### src/segment_display_refresh_controller_core_assert.svh
// assertion helpers shared by the display refresh controller modules
// both expect signals named clk and arst_n in the module that uses them
`ifndef SEGMENT_DISPLAY_REFRESH_CONTROLLER_CORE_ASSERT_SVH
`define SEGMENT_DISPLAY_REFRESH_CONTROLLER_CORE_ASSERT_SVH

// same-cycle implication
`define SDRC_ASSERT_IMP(name, ante, cons, msg) \
	name: assert property (@(posedge clk) disable iff (!arst_n) (ante) |-> (cons)) \
		else $error(msg);

// next-cycle implication
`define SDRC_ASSERT_NEXT(name, ante, cons, msg) \
	name: assert property (@(posedge clk) disable iff (!arst_n) (ante) |=> (cons)) \
		else $error(msg);

`endif

### src/sdrc_pkg.sv
`timescale 1ns / 1ps

package sdrc_pkg;

	localparam int NUM_DIGITS = 8;
	localparam int DIG_W      = $clog2(NUM_DIGITS);
	localparam int REG_W      = 4;
	localparam int QDEPTH     = 2;
	localparam int QPTR_W     = $clog2(QDEPTH);
	localparam int QCNT_W     = $clog2(QDEPTH + 1);

	typedef enum logic [1:0] {
		FUNC_SET     = 2'd0,
		FUNC_POLL    = 2'd1,
		FUNC_EVENT   = 2'd2,
		FUNC_TIMEOUT = 2'd3
	} func_t;

	typedef enum logic [1:0] {
		MON_SPEED = 2'd0,
		MON_BATT  = 2'd1,
		MON_TEMP  = 2'd2,
		MON_NONE  = 2'd3
	} monitor_t;

	typedef enum logic [1:0] {
		LINK_INIT    = 2'd0,
		LINK_ERROR   = 2'd1,
		LINK_RECOVER = 2'd2,
		LINK_OPER    = 2'd3
	} link_t;

	typedef enum logic [2:0] {
		CFG_INTENSITY = 3'd0,
		CFG_SCAN      = 3'd1,
		CFG_DECODE    = 3'd2,
		CFG_FEATURE   = 3'd3,
		CFG_REINIT    = 3'd4,
		CFG_TOGGLES   = 3'd5
	} cfg_reg_t;

	// display register indexes
	localparam logic [REG_W-1:0] REG_SHUTDOWN  = 4'd8;
	localparam logic [REG_W-1:0] REG_FEATURE   = 4'd9;
	localparam logic [REG_W-1:0] REG_INTENSITY = 4'd10;
	localparam logic [REG_W-1:0] REG_SCAN      = 4'd11;
	localparam logic [REG_W-1:0] REG_DECODE    = 4'd12;

	localparam logic [7:0] SHUTDOWN_OFF = 8'h00;
	localparam logic [7:0] SHUTDOWN_ON  = 8'h81;
	localparam logic [7:0] BLANK_CODE   = 8'h0F;
	localparam logic [7:0] DP_BIT       = 8'h80;

	typedef enum logic [2:0] {
		OP_NONE  = 3'd0,
		OP_SPEED = 3'd1,
		OP_BATT  = 3'd2,
		OP_TEMP  = 3'd3,
		OP_POLL  = 3'd4,
		OP_FLAG  = 3'd5
	} op_t;

	typedef struct packed {
		logic [1:0]  func;
		logic [1:0]  monitor;
		logic [15:0] value;
		logic        bus_ready;
		logic        timer_done;
		logic        event_ok;
		logic        event_for_this_bus;
	} in_t;

	typedef struct packed {
		logic             write_valid;
		logic [REG_W-1:0] write_reg;
		logic [7:0]       write_data;
		logic             bus_release;
		logic             scl_valid;
		logic             scl_level;
		logic             bus_reinit;
		logic             timer_start;
		logic [1:0]       link_mode;
	} out_t;

	// classified item as it sits in the queue
	typedef struct packed {
		op_t        op;
		logic [7:0] b0;
		logic [7:0] b1;
		logic [7:0] b2;
		logic       bus_ready;
		logic       timer_done;
		logic       flag;
	} qent_t;

endpackage

### src/sdrc_front.sv
`timescale 1ns / 1ps

module sdrc_front (
	input  sdrc_pkg::in_t   item,
	output sdrc_pkg::qent_t ent
);
	import sdrc_pkg::*;

	localparam logic [13:0] SPEED_MAX  = 14'd9999;
	localparam logic [13:0] BATT_MAX   = 14'd1000;
	localparam logic [13:0] TEMP_MAX   = 14'd999;

	// decimal split of a value up to 9999, reciprocal multiplies
	function automatic logic [15:0] bcd_split(input logic [13:0] v);
		logic [29:0] p1;
		logic [26:0] p2;
		logic [28:0] p3;
		logic [9:0]  q1;
		logic [6:0]  q2;
		logic [3:0]  q3;
		logic [13:0] r0;
		logic [9:0]  r1;
		logic [6:0]  r2;
		p1 = 30'(v) * 30'd52429;
		p2 = 27'(v) * 27'd5243;
		p3 = 29'(v) * 29'd16778;
		q1 = p1[28:19];
		q2 = p2[25:19];
		q3 = p3[27:24];
		r0 = v - 14'(q1) * 14'd10;
		r1 = q1 - 10'(q2) * 10'd10;
		r2 = q2 - 7'(q3) * 7'd10;
		return {q3, r2[3:0], r1[3:0], r0[3:0]};
	endfunction

	logic [13:0] v_clamp;
	logic [15:0] dig;
	logic [7:0]  d0, d1, d2, d3;

	always_comb begin
		case (item.monitor)
			MON_SPEED: v_clamp = (item.value > 16'(SPEED_MAX)) ? SPEED_MAX : item.value[13:0];
			MON_BATT:  v_clamp = (item.value > 16'(BATT_MAX)) ? BATT_MAX : item.value[13:0];
			default:   v_clamp = (item.value > 16'(TEMP_MAX)) ? TEMP_MAX : item.value[13:0];
		endcase
	end

	assign dig = bcd_split(v_clamp);
	assign d0  = 8'(dig[3:0]);
	assign d1  = 8'(dig[7:4]);
	assign d2  = 8'(dig[11:8]);
	assign d3  = 8'(dig[15:12]);

	always_comb begin
		ent            = '0;
		ent.op         = OP_NONE;
		ent.bus_ready  = item.bus_ready;
		ent.timer_done = item.timer_done;
		case (item.func)
			FUNC_SET: begin
				case (item.monitor)
					MON_SPEED: begin
						ent.op = OP_SPEED;
						ent.b0 = d1;
						ent.b1 = (d3 == 8'd0 && d2 == 8'd0) ? BLANK_CODE : d2;
						ent.b2 = (d3 == 8'd0) ? BLANK_CODE : d3;
					end
					MON_BATT: begin
						ent.op = OP_BATT;
						if (v_clamp == BATT_MAX) begin
							ent.b0 = 8'd0;
							ent.b1 = 8'd0;
							ent.b2 = 8'd1;
						end else begin
							ent.b0 = d0;
							ent.b1 = d1 | DP_BIT;
							ent.b2 = (d2 == 8'd0) ? BLANK_CODE : d2;
						end
					end
					MON_TEMP: begin
						ent.op = OP_TEMP;
						ent.b0 = d1;
						ent.b1 = (d2 == 8'd0) ? BLANK_CODE : d2;
					end
					default: ent.op = OP_NONE;
				endcase
			end
			FUNC_POLL: ent.op = OP_POLL;
			FUNC_EVENT: begin
				// events for another channel leave the flag alone
				if (item.event_for_this_bus) begin
					ent.op   = OP_FLAG;
					ent.flag = !item.event_ok;
				end
			end
			FUNC_TIMEOUT: begin
				ent.op   = OP_FLAG;
				ent.flag = 1'b1;
			end
			default: ent.op = OP_NONE;
		endcase
	end

endmodule

### src/sdrc_queue.sv
`timescale 1ns / 1ps

module sdrc_queue (
	input  logic            clk,
	input  logic            arst_n,
	input  logic            push,
	input  sdrc_pkg::qent_t din,
	output logic            full,
	input  logic            pop,
	output sdrc_pkg::qent_t dout,
	output logic            empty
);
	import sdrc_pkg::*;

	qent_t             ent_q [QDEPTH];
	logic [QPTR_W-1:0] wr_ptr_q;
	logic [QPTR_W-1:0] rd_ptr_q;
	logic [QCNT_W-1:0] count_q;

	assign full  = (count_q == QCNT_W'(QDEPTH));
	assign empty = (count_q == '0);
	assign dout  = ent_q[rd_ptr_q];

	always_ff @(posedge clk) begin
		if (push) begin
			ent_q[wr_ptr_q] <= din;
		end
	end

	always_ff @(posedge clk or negedge arst_n) begin
		if (!arst_n) begin
			wr_ptr_q <= '0;
			rd_ptr_q <= '0;
			count_q  <= '0;
		end else begin
			if (push) begin
				wr_ptr_q <= (wr_ptr_q == QPTR_W'(QDEPTH - 1)) ? '0 : wr_ptr_q + QPTR_W'(1);
			end
			if (pop) begin
				rd_ptr_q <= (rd_ptr_q == QPTR_W'(QDEPTH - 1)) ? '0 : rd_ptr_q + QPTR_W'(1);
			end
			if (push && !pop) begin
				count_q <= count_q + QCNT_W'(1);
			end else if (pop && !push) begin
				count_q <= count_q - QCNT_W'(1);
			end
		end
	end

	`include "segment_display_refresh_controller_core_assert.svh"

	`SDRC_ASSERT_IMP(a_pop_not_empty, pop, !empty, "queue popped while empty")
	`SDRC_ASSERT_NEXT(a_count_up, push && !pop, count_q == $past(count_q) + QCNT_W'(1), "queue count lost a push")

endmodule

### src/sdrc_back.sv
`timescale 1ns / 1ps

module sdrc_back (
	input  logic            clk,
	input  logic            arst_n,
	input  logic            cfg_we,
	input  logic [2:0]      cfg_index,
	input  logic [15:0]     cfg_data,
	input  logic            q_empty,
	input  sdrc_pkg::qent_t q_ent,
	output logic            q_pop,
	output logic            result_valid,
	input  logic            result_ready,
	output sdrc_pkg::out_t  result
);
	import sdrc_pkg::*;

	typedef enum logic [3:0] {
		MODE_INIT    = 4'b0001,
		MODE_ERROR   = 4'b0010,
		MODE_RECOVER = 4'b0100,
		MODE_OPER    = 4'b1000
	} mode_t;

	localparam logic [2:0] INIT_STEPS   = 3'd6;

	// settings
	logic [3:0]  intensity_q;
	logic [2:0]  scan_q;
	logic [7:0]  decode_q;
	logic [7:0]  feature_q;
	logic [15:0] reinit_q;
	logic [5:0]  toggles_q;

	// link state
	mode_t            mode_q, mode_d;
	logic [2:0]       step_q, step_d;
	logic [DIG_W-1:0] ptr_q, ptr_d;
	logic             err_q, err_d;
	logic [5:0]       tog_q, tog_d;
	logic [15:0]      wc_q, wc_d;
	logic [7:0]       buf_q [NUM_DIGITS];
	logic [7:0]       buf_d [NUM_DIGITS];

	out_t res_q, res_d;
	logic res_valid_q;
	logic res_scl;
	logic res_reinit;

	function automatic logic [1:0] link_code(input mode_t m);
		case (m)
			MODE_INIT:    return LINK_INIT;
			MODE_ERROR:   return LINK_ERROR;
			MODE_RECOVER: return LINK_RECOVER;
			MODE_OPER:    return LINK_OPER;
			default:      return LINK_INIT;
		endcase
	endfunction

	assign q_pop        = !q_empty && (!res_valid_q || result_ready);
	assign result_valid = res_valid_q;
	assign result       = res_q;
	assign res_scl      = res_valid_q && res_q.scl_valid;
	assign res_reinit   = res_valid_q && res_q.bus_reinit;

	always_comb begin
		mode_d = mode_q;
		step_d = step_q;
		ptr_d  = ptr_q;
		err_d  = err_q;
		tog_d  = tog_q;
		wc_d   = wc_q;
		buf_d  = buf_q;
		res_d  = '0;
		case (q_ent.op)
			OP_SPEED: begin
				buf_d[6] = q_ent.b0;
				buf_d[3] = q_ent.b1;
				buf_d[0] = q_ent.b2;
			end
			OP_BATT: begin
				buf_d[7] = q_ent.b0;
				buf_d[5] = q_ent.b1;
				buf_d[1] = q_ent.b2;
			end
			OP_TEMP: begin
				buf_d[4] = q_ent.b0;
				buf_d[2] = q_ent.b1;
			end
			OP_FLAG: err_d = q_ent.flag;
			OP_POLL: begin
				case (mode_q)
					MODE_INIT: begin
						if (q_ent.bus_ready && step_q < INIT_STEPS) begin
							res_d.write_valid = 1'b1;
							step_d = step_q + 3'd1;
							case (step_q)
								3'd0: begin
									res_d.write_reg  = REG_SHUTDOWN;
									res_d.write_data = SHUTDOWN_OFF;
								end
								3'd1: begin
									res_d.write_reg  = REG_FEATURE;
									res_d.write_data = feature_q;
								end
								3'd2: begin
									res_d.write_reg  = REG_INTENSITY;
									res_d.write_data = 8'(intensity_q);
								end
								3'd3: begin
									res_d.write_reg  = REG_SCAN;
									res_d.write_data = 8'(scan_q);
								end
								3'd4: begin
									res_d.write_reg  = REG_DECODE;
									res_d.write_data = decode_q;
								end
								default: begin
									// display switched on, refresh count starts over
									res_d.write_reg  = REG_SHUTDOWN;
									res_d.write_data = SHUTDOWN_ON;
									wc_d = '0;
								end
							endcase
						end
						if (err_q) begin
							mode_d = MODE_ERROR;
						end else if (q_ent.bus_ready && step_d >= INIT_STEPS) begin
							mode_d = MODE_OPER;
						end
					end
					MODE_ERROR: begin
						res_d.bus_release = 1'b1;
						res_d.timer_start = 1'b1;
						tog_d  = '0;
						mode_d = MODE_RECOVER;
					end
					MODE_RECOVER: begin
						if (q_ent.timer_done) begin
							tog_d = tog_q + 6'd1;
							if (tog_q < toggles_q) begin
								res_d.scl_valid   = 1'b1;
								res_d.scl_level   = tog_q[0];
								res_d.timer_start = 1'b1;
							end else begin
								res_d.bus_reinit = 1'b1;
								err_d  = 1'b0;
								step_d = '0;
								ptr_d  = '0;
								mode_d = MODE_INIT;
							end
						end
					end
					MODE_OPER: begin
						if (q_ent.bus_ready) begin
							if (wc_q != 16'hFFFF) begin
								wc_d = wc_q + 16'd1;
							end
							res_d.write_valid = 1'b1;
							res_d.write_reg   = REG_W'(ptr_q);
							res_d.write_data  = buf_q[ptr_q];
							ptr_d = ptr_q + DIG_W'(1);
						end
						if (err_q) begin
							mode_d = MODE_ERROR;
						end else if (wc_d >= reinit_q) begin
							wc_d   = '0;
							err_d  = 1'b0;
							step_d = '0;
							ptr_d  = '0;
							mode_d = MODE_INIT;
						end
					end
					default: mode_d = MODE_INIT;
				endcase
			end
			default: ;
		endcase
		res_d.link_mode = link_code(mode_d);
	end

	always_ff @(posedge clk or negedge arst_n) begin
		if (!arst_n) begin
			intensity_q <= 4'd15;
			scan_q      <= 3'd7;
			decode_q    <= 8'd255;
			feature_q   <= 8'd2;
			reinit_q    <= 16'd500;
			toggles_q   <= 6'd20;
		end else if (cfg_we) begin
			case (cfg_index)
				CFG_INTENSITY: intensity_q <= cfg_data[3:0];
				CFG_SCAN:      scan_q      <= cfg_data[2:0];
				CFG_DECODE:    decode_q    <= cfg_data[7:0];
				CFG_FEATURE:   feature_q   <= cfg_data[7:0];
				CFG_REINIT:    reinit_q    <= cfg_data;
				CFG_TOGGLES:   toggles_q   <= cfg_data[5:0];
				default: ;
			endcase
		end
	end

	always_ff @(posedge clk or negedge arst_n) begin
		if (!arst_n) begin
			mode_q      <= MODE_INIT;
			step_q      <= '0;
			ptr_q       <= '0;
			err_q       <= 1'b0;
			tog_q       <= '0;
			wc_q        <= '0;
			res_valid_q <= 1'b0;
			for (int i = 0; i < NUM_DIGITS; i++) begin
				buf_q[i] <= '0;
			end
		end else begin
			if (q_pop) begin
				mode_q      <= mode_d;
				step_q      <= step_d;
				ptr_q       <= ptr_d;
				err_q       <= err_d;
				tog_q       <= tog_d;
				wc_q        <= wc_d;
				buf_q       <= buf_d;
				res_valid_q <= 1'b1;
			end else if (result_ready) begin
				res_valid_q <= 1'b0;
			end
		end
	end

	always_ff @(posedge clk) begin
		if (q_pop) begin
			res_q <= res_d;
		end
	end

	`include "segment_display_refresh_controller_core_assert.svh"

	`SDRC_ASSERT_IMP(a_pop_slot_free, q_pop, !res_valid_q || result_ready, "result overwritten")
	`SDRC_ASSERT_IMP(a_scl_recover, res_scl, res_q.link_mode == LINK_RECOVER, "scl outside recovery")
	`SDRC_ASSERT_IMP(a_reinit_init, res_reinit, res_q.link_mode == LINK_INIT, "reinit outside init")

endmodule

### src/segment_display_refresh_controller_core.sv
`timescale 1ns / 1ps
// segment display refresh controller
// item channel (item_valid/item_ready/item): readings, poll steps, bus events and
// bus timeouts. result channel (result_valid/result_ready/result): exactly one
// result per item, in order, carrying the display register write, bus recovery
// controls and the link mode after the step.
// cfg_we/cfg_index/cfg_data write one of the six settings per cycle; the user must
// write them only while idle; the block does not enforce it. an accepted item is
// classified (digit split and blanking) and queued in the same cycle; the engine
// pops it once the result register is free and registers its result. one item per
// cycle is sustained while result_ready is high, set by the single engine step per
// queue entry. when result_ready is low the result register holds and the two-entry
// queue keeps accepting until it is full, then item_ready drops.
// reset clears the queue, the digit buffer and the link state (init mode) and
// loads the default settings; item_ready is high once the queue is cleared.
module segment_display_refresh_controller_core (
	input  logic           clk,
	input  logic           arst_n,
	input  logic           item_valid,
	output logic           item_ready,
	input  sdrc_pkg::in_t  item,
	output logic           result_valid,
	input  logic           result_ready,
	output sdrc_pkg::out_t result,
	input  logic           cfg_we,
	input  logic [2:0]     cfg_index,
	input  logic [15:0]    cfg_data
);
	import sdrc_pkg::*;

	qent_t front_ent;
	qent_t q_ent;
	logic  q_full;
	logic  q_empty;
	logic  q_pop;
	logic  push;

	assign item_ready = !q_full;
	assign push       = item_valid && item_ready;

	sdrc_front u_front (
		.item (item),
		.ent  (front_ent)
	);

	sdrc_queue u_queue (
		.clk    (clk),
		.arst_n (arst_n),
		.push   (push),
		.din    (front_ent),
		.full   (q_full),
		.pop    (q_pop),
		.dout   (q_ent),
		.empty  (q_empty)
	);

	sdrc_back u_back (
		.clk          (clk),
		.arst_n       (arst_n),
		.cfg_we       (cfg_we),
		.cfg_index    (cfg_index),
		.cfg_data     (cfg_data),
		.q_empty      (q_empty),
		.q_ent        (q_ent),
		.q_pop        (q_pop),
		.result_valid (result_valid),
		.result_ready (result_ready),
		.result       (result)
	);

endmodule

### config.mk
export PLATFORM = sky130hd
export DESIGN_NAME = segment_display_refresh_controller_core
export DESIGN_NICKNAME = d
export VERILOG_FILES = /design/src/sdrc_pkg.sv /design/src/sdrc_front.sv /design/src/sdrc_queue.sv /design/src/sdrc_back.sv /design/src/segment_display_refresh_controller_core.sv
export VERILOG_INCLUDE_DIRS = /design/src /design/src/src
export SDC_FILE = /design/constraint.sdc
export NUM_CORES = 1
export LEC_CHECK = 0
export CAP_MARGIN = 5
export CORE_MARGIN = 1.5
export CORE_UTILIZATION = 55
export DETAILED_ROUTE_END_ITERATION = 12
export DONT_BUFFER_PORTS = 1
export GPL_TIMING_DRIVEN = 0
export PLACE_DENSITY_LB_ADDON = 0.2
export SKIP_LAST_GASP = 1
export SLEW_MARGIN = 15
export SYNTH_ARGS = -nofsm -noshare
export SYNTH_HDL_FRONTEND = slang
export SYNTH_HIERARCHICAL = 1
export SYNTH_SLANG_ARGS = --single-unit
### constraint.sdc
create_clock -name clk -period 4.3 [get_ports clk]
set_clock_uncertainty 0.2 [all_clocks]
set_input_delay 0 -clock clk [delete_from_list [all_inputs] [get_ports clk]]
set_output_delay 0 -clock clk [all_outputs]
set_load 0.01 [all_outputs]
# Word-level counts from Yosys, hierarchy flattened
# Memory sizes are Yosys's and may differ from the RTL's.
# Index checks and enable logic that the tools add are counted.
totals:
  regBits: 167
  latch_bits: 0
  ram_bits: 52
  rom_bits: 0
  input_bits: 48
  output_inout_bits: 22
  memories: 1
mem_list:
  columns: ["name", "words", "width", "read_ports", "rd_ports_with_merged_regs", "wr", "line_no", "source"]
  rows:
  - ["u_queue.ent_q", 2, 26, 1, 0, 1, "sdrc_queue.sv:15", "qent_t ent_q [QDEPTH];"]
op_classes:
  n_addsub: 11
  n_mul: 6
  n_div: 0
  n_lt_le_gt_ge: 8
  n_eq_ne: 38
  shifts: 0
  n_mux: 74
  n_bitwise: 1
  n_reduce_logical: 45
ops:
  columns: ["operator", "count"]
  rows:
  - ["two-way mux 16 bit", 8]
  - ["one-hot mux 11 bit (5 select lines)", 1]
  - ["two-way mux 14 bit", 3]
  - ["two-way mux 20 bit", 2]
  - ["two-way mux 4 bit", 10]
  - ["one-hot mux 12 bit (3 select lines)", 1]
  - ["two-way mux 3 bit", 11]
  - ["> comparator 16 x 10 -> 1 bit, second input constant", 2]
  - ["one-hot mux 16 bit (2 select lines)", 1]
  - ["multiplier 14 x 16 -> 29 bit, second input constant", 1]
  - ["one-hot mux 14 bit (2 select lines)", 1]
  - ["multiplier 14 x 14 -> 27 bit, second input constant", 1]
  - ["multiplier 14 x 13 -> 26 bit, second input constant", 1]
  - ["two-way mux 13 bit", 2]
  - ["one-hot mux 13 bit (2 select lines)", 1]
  - ["binary-select mux 8 bit (select 3 bit)", 1]
  - ["== test 3 x 2 -> 1 bit, second input constant", 6]
  - ["AND reduction 2 bit", 9]
  - ["adder 16 x 1 -> 16 bit, second input constant", 1]
  - ["greater-or-equal comparator 16 bit", 1]
  - ["> comparator 16 x 14 -> 1 bit, second input constant", 1]
  - ["zero test 8 bit", 2]
  - ["two-way mux 8 bit", 2]
  - ["inequality test 16 bit, second input constant", 1]
  - ["50 further kinds", 113]

# Longest topological paths before layout
# Gate-level depths: netlist (run 1).
depth:
  word_depth: 13
  depth_mapped: 37

# Cells and area by module
# Netlist (run 1), hierarchy kept.
modules_own_cells:
  columns: ["module", "instances", "cells_per_inst", "area_per_inst_um2"]
  rows:
  - ["sdrc_front", 1, 987, 8762.2]
  - ["sdrc_back", 1, 715, 8528.2]
  - ["sdrc_queue", 1, 109, 2359.8]
  - ["segment_display_refresh_controller_core", 1, 2, 10.0]

# Worst setup path after synthesis (run 1)
# Ideal clock, no wire load.
synth_path:
  path_type: "input to register"
  startpoint: "input port item[15] in the netlist's numbering"
  endpoint: "memory u_queue/ent_q[0][14] in the netlist's numbering, data pin"
  t_arrival_ns: 7.825
  required_time_ns: 3.819
  slack_ns: -4.006
  cell_stages: 32
  path_cell_list: "nand4bb_1 -> nor3_1 -> o32ai_1 -> o21ai_0 -> inv_1 -> ha_1 -> xor2_1 -> ha_1 -> a21o_1 -> ha_1 -> xnor2_1 -> fa_1 -> inv_1 -> fa_1 -> inv_1 -> fa_1 -> inv_1 -> ha_1 -> and3_1 -> o21a_1 -> o31ai_1 -> a41o_1 -> o31a_1 -> nor2_1 -> fa_1 -> xnor2_1 -> xnor2_1 -> xnor2_1 -> xnor2_1 -> xnor2_1 -> xnor2_1 -> o22ai_1"
synth_lines:
  columns: ["element", "line_no", "source"]
  rows:
  - ["start: declaration", "segment_display_refresh_controller_core.sv:21", "input sdrc_pkg::in_t item,"]
  - ["end: declaration", "sdrc_queue.sv:15", null]

==> flow_results.xml, run 1 <==
<?xml version="1.0" encoding="UTF-8"?>
<metrics>
  <group name="grt">
    <metric name="grt_first_pass_wirelength" unit="mm">80.3</metric>
    <metric name="grt_max_degree" unit="">142</metric>
    <metric name="grt.overflow.total" unit="">0</metric>
    <metric name="vias_in_the_first_global_route" unit="">14862</metric>
    <metric name="antenna_found_initial" unit="">2</metric>
    <metric name="track_usage" unit="%">28.3</metric>
  </group>
  <group name="timing">
    <metric name="post-route-worst-setup-slack" unit="ns">-3.14</metric>
    <metric name="max-slew-margin-rel" unit="%">26.1</metric>
    <metric name="fmax" unit="MHz">134</metric>
    <metric name="finalWorstPathRequiredPeriod" unit="ns">7.44</metric>
    <metric name="setup_viol" unit="">24</metric>
    <metric name="hold_viol_final" unit="">0</metric>
    <metric name="min_period_over_period" unit="%">173</metric>
    <metric name="grt_setup_unrepaired" unit="">true</metric>
    <metric name="timing_worst_slew_pin_value" unit="ns">1.10</metric>
    <metric name="slew_viol_final" unit="">0</metric>
    <metric name="setup-tns-final" unit="ns">-65.94</metric>
  </group>
  <group name="run_status">
    <metric name="run_status" unit="">finished with violations</metric>
    <metric name="failing_checks" unit="">setup timing</metric>
  </group>
  <group name="detailed_routing">
    <metric name="detailedRoute.firstPassIterationCount" unit="">5</metric>
    <metric name="postRouteAntennaNets" unit="">0</metric>
    <metric name="viasPerCell" unit="">5.79</metric>
    <metric name="drc_errors" unit="">0</metric>
    <metric name="detailroute.via_count" unit="">14355</metric>
    <metric name="detail_route.iter0.violations" unit="">898</metric>
    <metric name="wl_per_cell" unit="µm">20.5</metric>
    <metric name="wl" unit="mm">50.9</metric>
  </group>
  <group name="floorplan">
    <metric name="effective_utilization_at_floorplan" unit="%">55.5</metric>
    <metric name="dieWidth" unit="µm">192</metric>
    <metric name="rows" unit="">69</metric>
    <metric name="die-area" unit="µm²">36900</metric>
    <metric name="core-area" unit="µm²">35400</metric>
    <metric name="io_pins" unit="">70</metric>
    <metric name="die_y" unit="µm">192</metric>
  </group>
  <group name="synthesis">
    <metric name="synthesis.area" unit="µm²">19700</metric>
    <metric name="synth_top_family_by_area" unit="">adder cells</metric>
    <metric name="synth_sequential_area_ratio" unit="%">31.1</metric>
    <metric name="yosys_warnings" unit="">6</metric>
    <metric name="synth-compound-area-share" unit="%">10.3</metric>
    <metric name="synthXorXnorAreaFrac" unit="%">2.63</metric>
    <metric name="synth_area_per_cell" unit="µm²">10.8</metric>
    <metric name="post_synthesis_adder_cell_area_fraction" unit="%">29.9</metric>
    <metric name="asr_flop_ratio_synth" unit="%">64.8</metric>
    <metric name="postSynthRegisterBits" unit="">227</metric>
    <metric name="synthMuxAreaShare" unit="%">9.35</metric>
    <metric name="most_used_dff_post_synth" unit="">dfrtp_1</metric>
    <metric name="synthesis.instances" unit="">1813</metric>
    <metric name="synth_simple_gate_area_share" unit="%">9.01</metric>
    <metric name="yosysUniqueCellTypes" unit="">105</metric>
    <metric name="synth_edf_count" unit="">80</metric>
  </group>
  <group name="setup_path">
    <metric name="crit_path_end_kind" unit="">flop</metric>
    <metric name="timing.setup.critical_path_class" unit="">in -&gt; reg</metric>
    <metric name="data_arrival_time_of_the_worst_path" unit="ns">7.44</metric>
    <metric name="critical_path.n_buffers_inverters" unit="">5</metric>
    <metric name="crit_path_frequent_cell" unit="">xnor2_1</metric>
    <metric name="crit_family" unit="">adder cells</metric>
    <metric name="path_max_fanout" unit="">4</metric>
    <metric name="cp.required" unit="ns">4.31</metric>
    <metric name="critical_path.slowest_cell" unit="">or4b_4</metric>
    <metric name="critPathMaxStageDelay" unit="ns">0.55</metric>
    <metric name="critical_path.startpoint_type" unit="">input pin</metric>
  </group>
  <group name="cts">
    <metric name="clock_pin_slew_worst_setup_and_hold_paths" unit="ns">0.06</metric>
    <metric name="worstSkewPairLatency" unit="ns">0.51</metric>
    <metric name="cts_tree" unit="">yes</metric>
    <metric name="cts_buffer_depth" unit="">3</metric>
    <metric name="root_buffer_cell" unit="">clkbuf_16</metric>
    <metric name="tritoncts.num_buffers" unit="">24</metric>
    <metric name="tritoncts_num_sinks" unit="">227</metric>
    <metric name="cts-htree-levels" unit="">1</metric>
  </group>
  <group name="place">
    <metric name="gpl.final_weighted_congestion" unit="">0.940</metric>
    <metric name="post-dp-hpwl" unit="mm">36.6</metric>
    <metric name="port-buffer-count" unit="">0</metric>
    <metric name="pre_cts_ws" unit="ns">-4.83</metric>
  </group>
  <group name="final_layout">
    <metric name="utilization" unit="%">66.4</metric>
    <metric name="num-nets-final" unit="">2440</metric>
    <metric name="fillerInstances" unit="">2682</metric>
    <metric name="area_growth" unit="%">19.5</metric>
    <metric name="layout-drive-gt1-share" unit="%">24.9</metric>
  </group>
  <group name="power_and_ir_drop">
    <metric name="power.static_leakage" unit="nW">10.7</metric>
    <metric name="ir_drop" unit="mV">1.20</metric>
    <metric name="report.power.total" unit="W">0.0172</metric>
    <metric name="cellPowerDensity" unit="nW/µm²">731</metric>
  </group>
  <group name="worst_hold_path">
    <metric name="hold_path.class" unit="">in -&gt; reg</metric>
  </group>
  <group name="job">
    <metric name="max_cap_viol_count" unit="">0</metric>
  </group>
</metrics>
-- kinds of logic (layout without fill, tap and decap cells) --
group	count (synthesis)	in the layout
mux	148	148
other cells	1	13
simple gates	330	330
xor+xnor	56	56
flops	227	227
compound gates	289	289
buf+inv	369	563
fa+ha+maj	393	393
-- layout by cell type, fill, tap and decap left out, types with 22 or more instances in the layout --
cell type	instances
dfstp_2	25
nand3_1	29
fa_1	119
dlygate4sd3_1	66
xnor2_1	32
nand2_1	77
nor2_1	58
o21ai_0	48
clkbuf_1	26
edfxtp_1	80
a21oi_1	58
mux2_2	125
dfrtp_1	121
buf_4	84
inv_1	297
ha_4	22
clkbuf_16	25
ha_1	237
-- state kept, by name, indices dropped and copies added, names as in the netlist, 2 cells and up --
register	cells
u_back/buf_q	64
u_back/decode_q	8
u_back/feature_q	8
u_back/intensity_q	4
u_back/mode_q	4
u_back/ptr_q	3
u_back/reinit_q	16
u_back/result	20
u_back/scan_q	3
u_back/step_q	3
u_back/tog_q	6
u_back/toggles_q	6
u_back/wc_q	16
u_queue/count_q	2
u_queue/ent_q	60
-- cells in the mapped netlist (11+ instances only) --
master	number	share of area (%)
dfstp_2	25	3.3
a22o_1	14	0.62
nand4_1	16	0.51
buf_2	11	0.28
o21ai_0	56	1.4
and2_1	11	0.35
and3_1	15	0.48
inv_1	313	6.0
xnor2_1	38	1.7
dfrtp_1	122	16
xor2_1	16	0.71
nor2_1	69	1.3
a21oi_1	67	1.7
mux2_2	125	7.2
nor2b_1	19	0.60
o21a_1	12	0.46
nand3_1	30	0.76
buf_4	15	0.57
fa_1	127	13
a21o_1	17	0.65
edfxtp_1	80	12
mux4_2	16	1.8
clkbuf_1	18	0.34
nor3_1	18	0.46
nand2b_1	11	0.35
nand2_1	79	1.5
ha_1	266	17
-- stage by stage --
| stage | hold WS (ns) | std cells | cell area, µm² |
|---|---|---|---|
| 2_1_floorplan | -0.496 | 1823 | 19900 |
| 3_3_place_gp | -0.491 | 2284 | 20500 |
| 3_5_place_dp | -0.491 | 2286 | 20500 |
| 4_1_cts | 0.0169 | 2456 | 22900 |
| 5_1_grt | 0.0416 | 2479 | 23500 |
| 6_report | 0.0270 | 2480 | 23500 |
-- layout make-up --
type | instances | area, µm² | share of cell area (%)
multi-input cells | 1227 | 13100 | 55.7
flip-flops and latches | 227 | 6110 | 26.0
repair buffers | 150 | 1400 | 5.96
inverters | 314 | 1210 | 5.14
clock buffers | 35 | 673 | 2.87
well taps | 461 | 577 | 2.46
plain buffers | 55 | 365 | 1.56
clock inverters | 9 | 68.8 | 0.293
diodes | 2 | 5.00 | 0.0213
-- where the power goes --
part / switching, W / internal, W / total, W / leakage, nW
Clock: 0.000812 / 0.00114 / 0.00196 / 0.369
Sequential: 0.000363 / 0.00306 / 0.00342 / 2.53
Combinational: 0.00616 / 0.00564 / 0.0118 / 7.77
Total: 0.00733 / 0.00984 / 0.0172 / 10.7
-- final timing paths --
kind / endpoint / slack (ns) / cells after the start / from
max in group asynchronous: u_back/tog_q[1] / 2.23 / 4 / arst_n
hold / removal: u_queue/ent_q[1][2] / 0.03 / 2 / item[3]
min in group asynchronous: u_queue/count_q[0] / 0.49 / 3 / arst_n
setup / recovery: u_queue/ent_q[1][22] / -3.14 / 34 / item[8]
hold reg to reg: u_queue/count_q[1] / 0.29 / 1 / u_queue/count_q[1]
setup reg to reg: u_back/result[1] / 0.14 / 15 / u_queue/rd_ptr_q
-- repair_timing --
action | in CTS | in global routing
gates resized for setup | 110 | 76
cloned | 0 | 0
hold endpoints to repair | 242 | 0
hold buffers | 67 | 0
pin swaps | 43 | 49
endpoints found under the setup margin | 48 | 48
buffers inserted | 59 | 22
-- routing by layer --
layer | track usage [%] | wire length, µm | up-vias
met5 | 0 | 0 | -
met3 | 4.53 | 3050 | 99
met2 | 46.8 | 24100 | 441
met4 | 9.06 | 1620 | 0
li1 | - | - | 6636
met1 | 38.1 | 22100 | 7179
Power figures use the tool's default switching activity.
==> run 2: changes to the inputs <==
--- a/config.mk
+++ b/config.mk
@@ -6,11 +6,11 @@
 export SDC_FILE = /design/constraint.sdc
 export NUM_CORES = 1
 export LEC_CHECK = 0
+export BUFFER_PORTS_ARGS = -buffer_cell sky130_fd_sc_hd__buf_4
 export CAP_MARGIN = 5
 export CORE_MARGIN = 1.5
 export CORE_UTILIZATION = 55
 export DETAILED_ROUTE_END_ITERATION = 12
-export DONT_BUFFER_PORTS = 1
 export GPL_TIMING_DRIVEN = 0
 export PLACE_DENSITY_LB_ADDON = 0.2
 export SKIP_LAST_GASP = 1
==> flow_results.xml, run 2 (same netlist as run 1, synthesis figures left out) <==
<?xml version="1.0" encoding="UTF-8"?>
<metrics>
  <group name="timing">
    <metric name="finalWorstPathRequiredPeriod" unit="ns">7.50</metric>
    <metric name="setup_viol" unit="">24</metric>
    <metric name="post-route-worst-setup-slack" unit="ns">-3.20</metric>
    <metric name="max-slew-margin-rel" unit="%">35.1</metric>
    <metric name="slew_viol_final" unit="">0</metric>
    <metric name="fmax" unit="MHz">133</metric>
    <metric name="timing_worst_slew_pin_value" unit="ns">0.968</metric>
    <metric name="hold_viol_final" unit="">0</metric>
    <metric name="finalHoldWorstSlack" unit="ns">0.00946</metric>
    <metric name="grt_setup_unrepaired" unit="">true</metric>
    <metric name="min_period_over_period" unit="%">174</metric>
  </group>
  <group name="grt">
    <metric name="vias_in_the_first_global_route" unit="">14887</metric>
    <metric name="grt_max_degree" unit="">101</metric>
    <metric name="track_usage" unit="%">27.5</metric>
    <metric name="grt_first_pass_wirelength" unit="mm">79.1</metric>
    <metric name="grt.overflow.total" unit="">0</metric>
    <metric name="antenna_found_initial" unit="">0</metric>
  </group>
  <group name="run_status">
    <metric name="failing_checks" unit="">setup timing</metric>
    <metric name="run_status" unit="">finished with violations</metric>
  </group>
  <group name="final_layout">
    <metric name="largest_register" unit="">u_back/buf_q</metric>
    <metric name="combined_flip_flop_and_latch_cell_area" unit="µm²">6110</metric>
    <metric name="area_growth" unit="%">20.6</metric>
    <metric name="finish.cell_count_without_fillers" unit="">2523</metric>
    <metric name="largest_reg_flops" unit="">64</metric>
    <metric name="layout-drive-gt1-share" unit="%">27.1</metric>
    <metric name="mostFrequentLayoutCell" unit="">inv_1</metric>
    <metric name="highest_count_cells_in_the_layout_ignoring_fill_and_taps" unit="">294 x inv_1, 246 x ha_1, 146 x buf_4</metric>
    <metric name="num-nets-final" unit="">2485</metric>
    <metric name="multi_input_area" unit="µm²">13000</metric>
    <metric name="antenna_cells" unit="">0</metric>
    <metric name="fillerInstances" unit="">2648</metric>
  </group>
  <group name="cts">
    <metric name="tritoncts.num_buffers" unit="">24</metric>
    <metric name="cts-htree-levels" unit="">1</metric>
    <metric name="cts_buffer_depth" unit="">3</metric>
    <metric name="clock_pin_slew_worst_setup_and_hold_paths" unit="ns">0.06</metric>
    <metric name="worstSkewPairLatency" unit="ns">0.52</metric>
    <metric name="root_buffer_cell" unit="">clkbuf_16</metric>
    <metric name="cts_tree" unit="">yes</metric>
    <metric name="tritoncts_num_sinks" unit="">227</metric>
  </group>
  <group name="worst_hold_path">
    <metric name="min-delay-start" unit="">item[3]</metric>
    <metric name="worst_hold_path.num_cells" unit="">2</metric>
    <metric name="hold_path.class" unit="">in -&gt; reg</metric>
    <metric name="holdPathEnd" unit="">u_queue/ent_q[1][2]</metric>
  </group>
  <group name="setup_path">
    <metric name="path_max_fanout" unit="">6</metric>
    <metric name="data_arrival_time_of_the_worst_path" unit="ns">7.52</metric>
    <metric name="cp.required" unit="ns">4.32</metric>
    <metric name="crit_path_frequent_cell" unit="">xnor2_1</metric>
    <metric name="critical_path.slowest_cell" unit="">or4b_4</metric>
    <metric name="timing.rr.start" unit="">u_queue/rd_ptr_q</metric>
    <metric name="critical_path.reg2reg.endpoint" unit="">u_back/ptr_q[2]</metric>
    <metric name="regToRegSetupSlack" unit="ns">0.09</metric>
    <metric name="critical_path.startpoint_type" unit="">input pin</metric>
    <metric name="critPathMaxStageDelay" unit="ns">0.56</metric>
    <metric name="timing.setup.critical_path_class" unit="">in -&gt; reg</metric>
    <metric name="crit_path_end_kind" unit="">flop</metric>
    <metric name="rr_worst_depth" unit="">20</metric>
  </group>
  <group name="detailed_routing">
    <metric name="detailedRoute.firstPassIterationCount" unit="">6</metric>
    <metric name="postRouteAntennaNets" unit="">0</metric>
    <metric name="detail_route.iter0.violations" unit="">931</metric>
    <metric name="viasPerCell" unit="">5.77</metric>
    <metric name="detailroute.via_count" unit="">14562</metric>
    <metric name="wl" unit="mm">49.7</metric>
    <metric name="drc_errors" unit="">0</metric>
    <metric name="wl_per_cell" unit="µm">19.7</metric>
  </group>
  <group name="place">
    <metric name="port-buffer-count" unit="">67</metric>
    <metric name="gpl.final_weighted_congestion" unit="">0.931</metric>
    <metric name="post-dp-hpwl" unit="mm">36.6</metric>
    <metric name="placedCellCount" unit="">2354</metric>
  </group>
  <group name="power_and_ir_drop">
    <metric name="power.share.sequential" unit="%">19.8</metric>
    <metric name="share_clk_of_total_power" unit="%">11.6</metric>
    <metric name="ir_drop" unit="mV">1.57</metric>
    <metric name="internal-power" unit="W">0.00977</metric>
    <metric name="power_frac_comb" unit="%">68.6</metric>
    <metric name="report.power.total" unit="W">0.0170</metric>
    <metric name="power.static_leakage" unit="nW">10.9</metric>
    <metric name="switching_share" unit="%">42.6</metric>
    <metric name="switching_power" unit="W">0.00725</metric>
    <metric name="cellPowerDensity" unit="nW/µm²">718</metric>
  </group>
  <group name="floorplan">
    <metric name="die_y" unit="µm">192</metric>
    <metric name="die-area" unit="µm²">36900</metric>
    <metric name="rows" unit="">69</metric>
    <metric name="core-area" unit="µm²">35400</metric>
    <metric name="io_pins" unit="">70</metric>
    <metric name="effective_utilization_at_floorplan" unit="%">55.5</metric>
    <metric name="dieWidth" unit="µm">192</metric>
  </group>
  <group name="job">
    <metric name="max_cap_viol_count" unit="">0</metric>
  </group>
</metrics>
==> run 2: layer usage <==
layer  up-vias  wire [µm]  track usage [%]
met5         -          0                0
met4         0       1210             6.11
met3        72       2540             2.78
met2       423      23700             46.0
met1      7326      22200             38.8
li1       6741          -                -
==> run 2: cell type report <==
type                            count  area share (%)
Timing Repair Buffer              194            7.26
Tap cell                          461            2.43
Clock inverter                      6           0.216
Sequential cell                   227            25.8
Multi-Input combinational cell   1228            54.7
Inverter                          314            5.12
Buffer                             55            1.54
Clock buffer                       38            2.97
==> run 2: worst max-delay path, delay by kind of cell <==
| family | cells | cell delay (ns) |
|---|---|---|
| adder cells (fa/ha/maj) | 7 | 3.04 |
| AND/OR/NAND/NOR | 6 | 1.92 |
| XOR/XNOR | 7 | 1.33 |
| AO/OA/AOI/OAI | 5 | 0.90 |
| buffers and inverters | 5 | 0.31 |
==> run 2: timing repair <==
action / 4_1_cts / 5_1_grt
hold buffers: 46 / 0
endpoints found under the hold margin: 227 / 0
pin swaps: 44 / 37
setup endpoints to repair: 48 / 48
gates resized for setup: 104 / 71
buffers inserted: 53 / 28
gates cloned: 0 / 1
==> run 2: worst max path at each step <==
stage,from,to,depth (start not counted)
after global routing,item[5],u_queue/ent_q[1][14],34
after detailed placement,item[19],u_queue/ent_q[0][22],33
after CTS,item[6],u_queue/ent_q[1][22],34
after global placement,item[19],u_queue/ent_q[0][22],33
after floorplan,item[8],u_queue/ent_q[0][22],29
final,item[5],u_queue/ent_q[1][22],30
==> run 2: stage by stage <==
| step | worst slack [ns] | setup TNS (ns) | cell area [µm²] | util [%] |
|---|---|---|---|---|
| 2_1_floorplan | -3.22 | -65.15 | 19900 | - |
| 3_3_place_gp | -4.72 | -105.64 | 21000 | 59.2 |
| 3_5_place_dp | -4.87 | -108.14 | 21100 | 59.5 |
| 4_1_cts | -3.13 | -66.24 | 23200 | 65.5 |
| 5_1_grt | -3.48 | -73.60 | 23700 | 67.0 |
| 6_report | -3.20 | -67.23 | 23700 | 67.0 |
==> run 2: power groups by stage <==
stage                     logic, W  registers [W]  clock network, W
after floorplan            0.00742        0.00334                 0
after global placement     0.00935        0.00337                 0
after global routing        0.0130        0.00345           0.00209
after detailed placement   0.00969        0.00340                 0
final                       0.0117        0.00338           0.00197
after CTS                   0.0108        0.00337           0.00201
